## src/rtl/src_pkg.sv

```systemverilog
// Types and constants shared by the rule classifier modules.
`default_nettype none

package src_pkg;

  localparam logic [1:0] CMD_CLASSIFY  = 2'd0;
  localparam logic [1:0] CMD_WR_PROTO  = 2'd1;
  localparam logic [1:0] CMD_WR_SRC    = 2'd2;
  localparam logic [1:0] CMD_WR_DST    = 2'd3;

  localparam logic [7:0] PROTO_ICMP    = 8'd1;

  // Empty range after reset: low above high.
  localparam logic [15:0] EMPTY_LOW    = 16'd1;
  localparam logic [15:0] EMPTY_HIGH   = 16'd0;

  typedef struct packed {
    logic [1:0]  cmd;
    logic [3:0]  rule_index;
    logic [1:0]  range_slot;
    logic [15:0] range_low;
    logic [15:0] range_high;
    logic [7:0]  protocol;
    logic [15:0] first_port;
    logic [15:0] second_port;
    logic        syn_only;
  } req_t;

  typedef struct packed {
    logic        matched;
    logic [3:0]  rule_number;
    logic        swapped;
    logic [15:0] server_port;
    logic [15:0] client_port;
  } rsp_t;

  // Search token handed from cell to cell.
  typedef struct packed {
    logic valid;
    rsp_t res;
  } token_t;

  typedef struct packed {
    logic       load_go;
    logic [4:0] rule_count;
  } cell_ctrl_t;

endpackage

`default_nettype wire

```

## src/rtl/src_rule_cell.sv

```systemverilog
// One rule of the table: its protocol and port sets, and one search step.
`default_nettype none

module src_rule_cell
  import src_pkg::*;
#(
  parameter int IDX            = 0,
  parameter int RANGES_PER_SET = 4
) (
  input  wire logic       clk,
  input  wire logic       rst,
  input  wire cell_ctrl_t ctrl,
  input  wire req_t       query,
  input  wire token_t     tin,
  output token_t          tout
);

  localparam logic [31:0] IDX_W    = 32'(IDX);
  localparam logic [3:0]  RULE_NUM = IDX_W[3:0];

  logic [7:0]  proto;
  logic [15:0] src_lo [RANGES_PER_SET];
  logic [15:0] src_hi [RANGES_PER_SET];
  logic [15:0] dst_lo [RANGES_PER_SET];
  logic [15:0] dst_hi [RANGES_PER_SET];

  logic sel;
  logic src_p0, dst_p0, src_p1, dst_p1;
  logic active, proto_eq, way_ok, hit, swap;

  assign sel = ctrl.load_go && (32'(query.rule_index) == IDX_W);

  // Load commands land here in the cycle after the request is taken.
  always_ff @(posedge clk) begin
    if (rst) begin
      proto <= '0;
      for (int k = 0; k < RANGES_PER_SET; k++) begin
        src_lo[k] <= EMPTY_LOW;
        src_hi[k] <= EMPTY_HIGH;
        dst_lo[k] <= EMPTY_LOW;
        dst_hi[k] <= EMPTY_HIGH;
      end
    end else if (sel) begin
      if (query.cmd == CMD_WR_PROTO) begin
        proto <= query.protocol;
      end
      for (int k = 0; k < RANGES_PER_SET; k++) begin
        if (32'(query.range_slot) == 32'(k)) begin
          if (query.cmd == CMD_WR_SRC) begin
            src_lo[k] <= query.range_low;
            src_hi[k] <= query.range_high;
          end
          if (query.cmd == CMD_WR_DST) begin
            dst_lo[k] <= query.range_low;
            dst_hi[k] <= query.range_high;
          end
        end
      end
    end
  end

  always_comb begin
    src_p0 = 1'b0;
    dst_p0 = 1'b0;
    src_p1 = 1'b0;
    dst_p1 = 1'b0;
    for (int k = 0; k < RANGES_PER_SET; k++) begin
      src_p0 = src_p0 | ((query.first_port  >= src_lo[k]) && (query.first_port  <= src_hi[k]));
      dst_p0 = dst_p0 | ((query.first_port  >= dst_lo[k]) && (query.first_port  <= dst_hi[k]));
      src_p1 = src_p1 | ((query.second_port >= src_lo[k]) && (query.second_port <= src_hi[k]));
      dst_p1 = dst_p1 | ((query.second_port >= dst_lo[k]) && (query.second_port <= dst_hi[k]));
    end
  end

  assign active   = 32'(ctrl.rule_count) > IDX_W;
  assign proto_eq = proto == query.protocol;

  // First port in the source set: reverse way only, blocked by a bare SYN.
  // Otherwise the forward way, never for ICMP.
  always_comb begin
    if (src_p0) begin
      way_ok = dst_p1 && !query.syn_only;
    end else if (dst_p0) begin
      way_ok = (query.protocol != PROTO_ICMP) && src_p1;
    end else begin
      way_ok = 1'b0;
    end
  end

  assign hit  = active && proto_eq && way_ok;
  assign swap = src_p0 && (query.protocol != PROTO_ICMP);

  always_ff @(posedge clk) begin
    if (rst) begin
      tout.valid <= 1'b0;
    end else begin
      tout.valid <= tin.valid;
    end
  end

  // Claim the token on the first hit; pass it on untouched otherwise.
  always_ff @(posedge clk) begin
    if (tin.valid && !tin.res.matched && hit) begin
      tout.res.matched     <= 1'b1;
      tout.res.rule_number <= RULE_NUM;
      tout.res.swapped     <= swap;
      tout.res.server_port <= swap ? query.second_port : query.first_port;
      tout.res.client_port <= swap ? query.first_port  : query.second_port;
    end else begin
      tout.res <= tin.res;
    end
  end

endmodule

`default_nettype wire

```

## config.mk

```make
export PLATFORM = sky130hd
export DESIGN_NAME = src_rule_cell
export DESIGN_NICKNAME = d
export VERILOG_FILES = /design/src/rtl/src_pkg.sv /design/src/rtl/src_rule_cell.sv
export SDC_FILE = /design/constraint.sdc
export NUM_CORES = 1
export LEC_CHECK = 0
export BUFFER_PORTS_ARGS = -buffer_cell sky130_fd_sc_hd__buf_2
export CAP_MARGIN = 25
export CORE_ASPECT_RATIO = 0.7
export CORE_UTILIZATION = 30
export CTS_CLUSTER_SIZE = 30
export DETAILED_ROUTE_END_ITERATION = 10
export PLACE_DENSITY = 0.54
export SLEW_MARGIN = 5
export SYNTH_ARGS = -nofsm -noshare
export SYNTH_HDL_FRONTEND = slang
export SYNTH_SLANG_ARGS = --single-unit
```

## constraint.sdc

```tcl
create_clock -name clk -period 5.3 [get_ports clk]
set_input_delay 1.06 -clock clk [delete_from_list [all_inputs] [get_ports clk]]
set_output_delay 1.06 -clock clk [all_outputs]
set_load 0.02 [all_outputs]
```

==> impl_metrics.json <==
{
  "powerDensity_mw_per_mm2": 251,
  "power_mw": 6.80,
  "max_freq_ghz": 0.231,
  "period_share_pct": 81.7,
  "place.detailed.instances": 3460,
  "p_seq_share_pct": 40.1,
  "vias_per_cell": 5.25,
  "cts.path.max_buffers": 3,
  "wl_met2_um": 29600,
  "syn_area_mm2": 0.0233,
  "fp.dieW_um": 335,
  "synth_edf_count": 256,
  "async_flop_share_pct": 0,
  "placed_area_mm2": 0.0259,
  "overflow": 0,
  "wl_um": 78900,
  "grt_pass1_vias": 18100,
  "ctsResizeCount": 0,
  "crit_path_start_kind": "input port",
  "clockPowerShare_pct": 39.1,
  "ys_ff_latch": 303,
  "clkTransAtPathRegs_ps": 60,
  "critPathArrivalTime_ps": 4770,
  "syn_area_per_cell_um2": 10.5,
  "die-area_mm2": 0.0787,
  "yosys_warnings": 0,
  "start_util_pct": 30.3,
  "cts.hold.buffers_added": 0,
  "comb_power_share_pct": 20.8,
  "cp_data_required_time_ps": 5740,
  "clk_latency_ps": 570,
  "dr_wl_met3_um": 6540,
  "wl_met1_um": 40900,
  "grt_use_total_pct": 19.7,
  "area_growth_syn_to_layout_pct": 16.7,
  "crit_type": "in -> reg",
  "cts.sinks": 303,
  "hp-class": "reg -> reg",
  "drt_iter0_markers": 1584,
  "hpwl_um": 62000,
  "post_drt_wl_per_cell_um": 22.4,
  "fin_hold_ws_ps": 518,
  "yosys.area.top_type": "edfxtp_1",
  "drive_above_1_share_pct": 14.8,
  "ir_drop_uv": 153,
  "port_buffers": 166,
  "synth-main-ff-cell": "edfxtp_1",
  "status": "finished clean",
  "swShare_pct": 29.6,
  "p_leak_nw": 12.3,
  "fin_cells": 3528,
  "tritoncts": "built",
  "cap_violations": 0,
  "synth_area_leaders": "edfxtp_1 (33%), ha_1 (28%), and2_1 (6.7%)",
  "p_sw_mw": 2.01,
  "fin_nets": 3096,
  "ant_nets": 0,
  "slew_violations": 0,
  "grt_pass1_wl_um": 115000,
  "synth_cells": 2224,
  "fp.coreArea_mm2": 0.0768,
  "cts_buffers": 37,
  "end_kind": "register",
  "yosysMostFrequentCell": "ha_1",
  "worstMarginPinSlew_ps": 998,
  "htreeDepth": 2,
  "finish.instance_area_mm2": 0.0271,
  "fin_worst_skew_ps": 19.3,
  "root_buffer": "clkbuf_16",
  "synth_top_area_share_pct": 33.1,
  "row_count": 85,
  "fin_setup_tns_ps": 0,
  "multi_input_area_mm2": 0.0137,
  "top_layer_used": "met4",
  "drc": 0,
  "syn_nets": 2864,
  "dp_slack_ps": 522,
  "dr.pass1.iters": 5,
  "grt_max_degree": 39,
  "regArea_mm2": 0.00863,
  "ys_seq_area_share_pct": 37.1,
  "rsz0062_at_grt": "no",
  "gp_routability_congestion": 0.935,
  "ios": 167,
  "antenna_found_initial": 4,
  "final_util_pct": 35.3,
  "crit_path_max_fanout": 38,
  "intPower_mw": 4.79,
  "routed-via-count": 18500,
  "fin_crit_ps": 4330,
  "n_fill_cell": 7646,
  "finalHoldViolCount": 0,
  "finalSetupViolations": 0,
  "worst_slew_margin_rel_pct": 33.2,
  "synthDistinctLibCells": 68,
  "worst_slack_ps": 971,
  "cts_setup_buffers": 0,
  "die_y_um": 235,
  "synth_common_cells": "ha_1 (512), edfxtp_1 (256), inv_1 (251), and2_1 (249), a21oi_1 (153)"
}
==> power groups by stage <==
stage	registers, mW	clock network [mW]	logic (mW)
global route	2.74	2.80	1.56
detailed placement	2.78	0	1.38
finish	2.73	2.66	1.42
global placement	2.78	0	1.32
CTS	2.73	2.73	1.39
floorplan	2.80	0	0.781
==> path summary, 6_finish.rpt <==
check	start	end	slack [ps]	cells past startpoint
worst max-delay path	query[7]	tout[26]$_DFF_P_	970	12
worst min-delay path	proto[2]$_SDFFE_PP0P_	proto[2]$_SDFFE_PP0P_	520	2
worst max register to register	src_lo[2][6]$_SDFFCE_PN0P_	tout[26]$_DFF_P_	1630	12
worst min register to register	proto[2]$_SDFFE_PP0P_	proto[2]$_SDFFE_PP0P_	520	2
==> worst max-delay path, stage by stage <==
cell	delay (ps)
buf_2	470
ha_1	350
and4_1	220
a211o_1	290
a221oi_1	240
o21ai_0	200
a221oi_1	340
a21oi_1	150
nor4_2	660
o41ai_4	160
buf_12	200
mux2_4	340
==> flip-flops by register name, summed over array words and instances, names as in the netlist <==
register	flops
tout	39
src_hi	64
dst_hi	64
dst_lo	64
proto	8
src_lo	64
==> cells in the final DEF (no fill, tap or decap), types with 5 or more instances in the layout <==
master / Yosys / layout
a2111oi_0: 9 / 9
a211oi_1: 37 / 37
a21boi_0: 5 / 5
a21o_1: 51 / 51
a21oi_1: 153 / 153
a221oi_1: 8 / 8
and2_1: 249 / 249
and3_1: 6 / 6
and4_1: 9 / 9
buf_2: 2 / 166
buf_4: 0 / 57
bufinv_16: 0 / 5
clkbuf_16: 0 / 38
clkinv_1: 1 / 7
clkinv_2: 0 / 5
clkinvlp_4: 0 / 6
dfxtp_1: 47 / 47
edfxtp_1: 256 / 256
ha_1: 512 / 512
inv_1: 251 / 251
mux2_2: 48 / 48
mux2_4: 14 / 14
mux2i_1: 10 / 10
nand2_1: 62 / 62
nand2b_1: 9 / 9
nand3_1: 51 / 51
nand4_1: 79 / 79
nor2_1: 63 / 61
nor2b_1: 28 / 28
nor3_1: 25 / 23
nor3b_1: 6 / 6
nor4_1: 13 / 13
o211ai_1: 30 / 30
o21ai_0: 69 / 66
o31ai_1: 14 / 10
or3_1: 9 / 9
or4_1: 5 / 5
xnor2_1: 6 / 6
==> metal layers <==
| metal | vias to the layer above | global-route usage (%) |
|---|---|---|
| li1 | 8694 | - |
| met1 | 8973 | 31.4 |
| met2 | 746 | 26.4 |
| met3 | 112 | 3.42 |
| met4 | 0 | 5.24 |
| met5 | - | 0 |
==> kinds of logic (layout without fill, tap and decap cells) <==
family                   Yosys count  count (layout)  share of synthesized area, %
AND/OR/NAND/NOR                  625             625                          15.3
AO/OA/AOI/OAI                    418             418                          11.4
XOR/XNOR                           8               8                         0.301
multiplexers                      72              72                          3.66
buffers and inverters            286             544                          4.74
flip-flops                       303             303                          37.1
other                              0               2                             0
adder cells (fa/ha/maj)          512             512                          27.5
==> final cells by class <==
type | count | share of cell area (%)
Clock buffer | 41 | 3.58
Inverter | 252 | 3.49
Timing Repair Buffer | 227 | 4.96
Tap cell | 1044 | 4.81
Sequential cell | 303 | 31.8
Multi-Input combinational cell | 1635 | 50.4
Clock inverter | 24 | 0.959
Antenna cell | 2 | 0.0184
No activity file was read; power rests on OpenSTA's default activity.
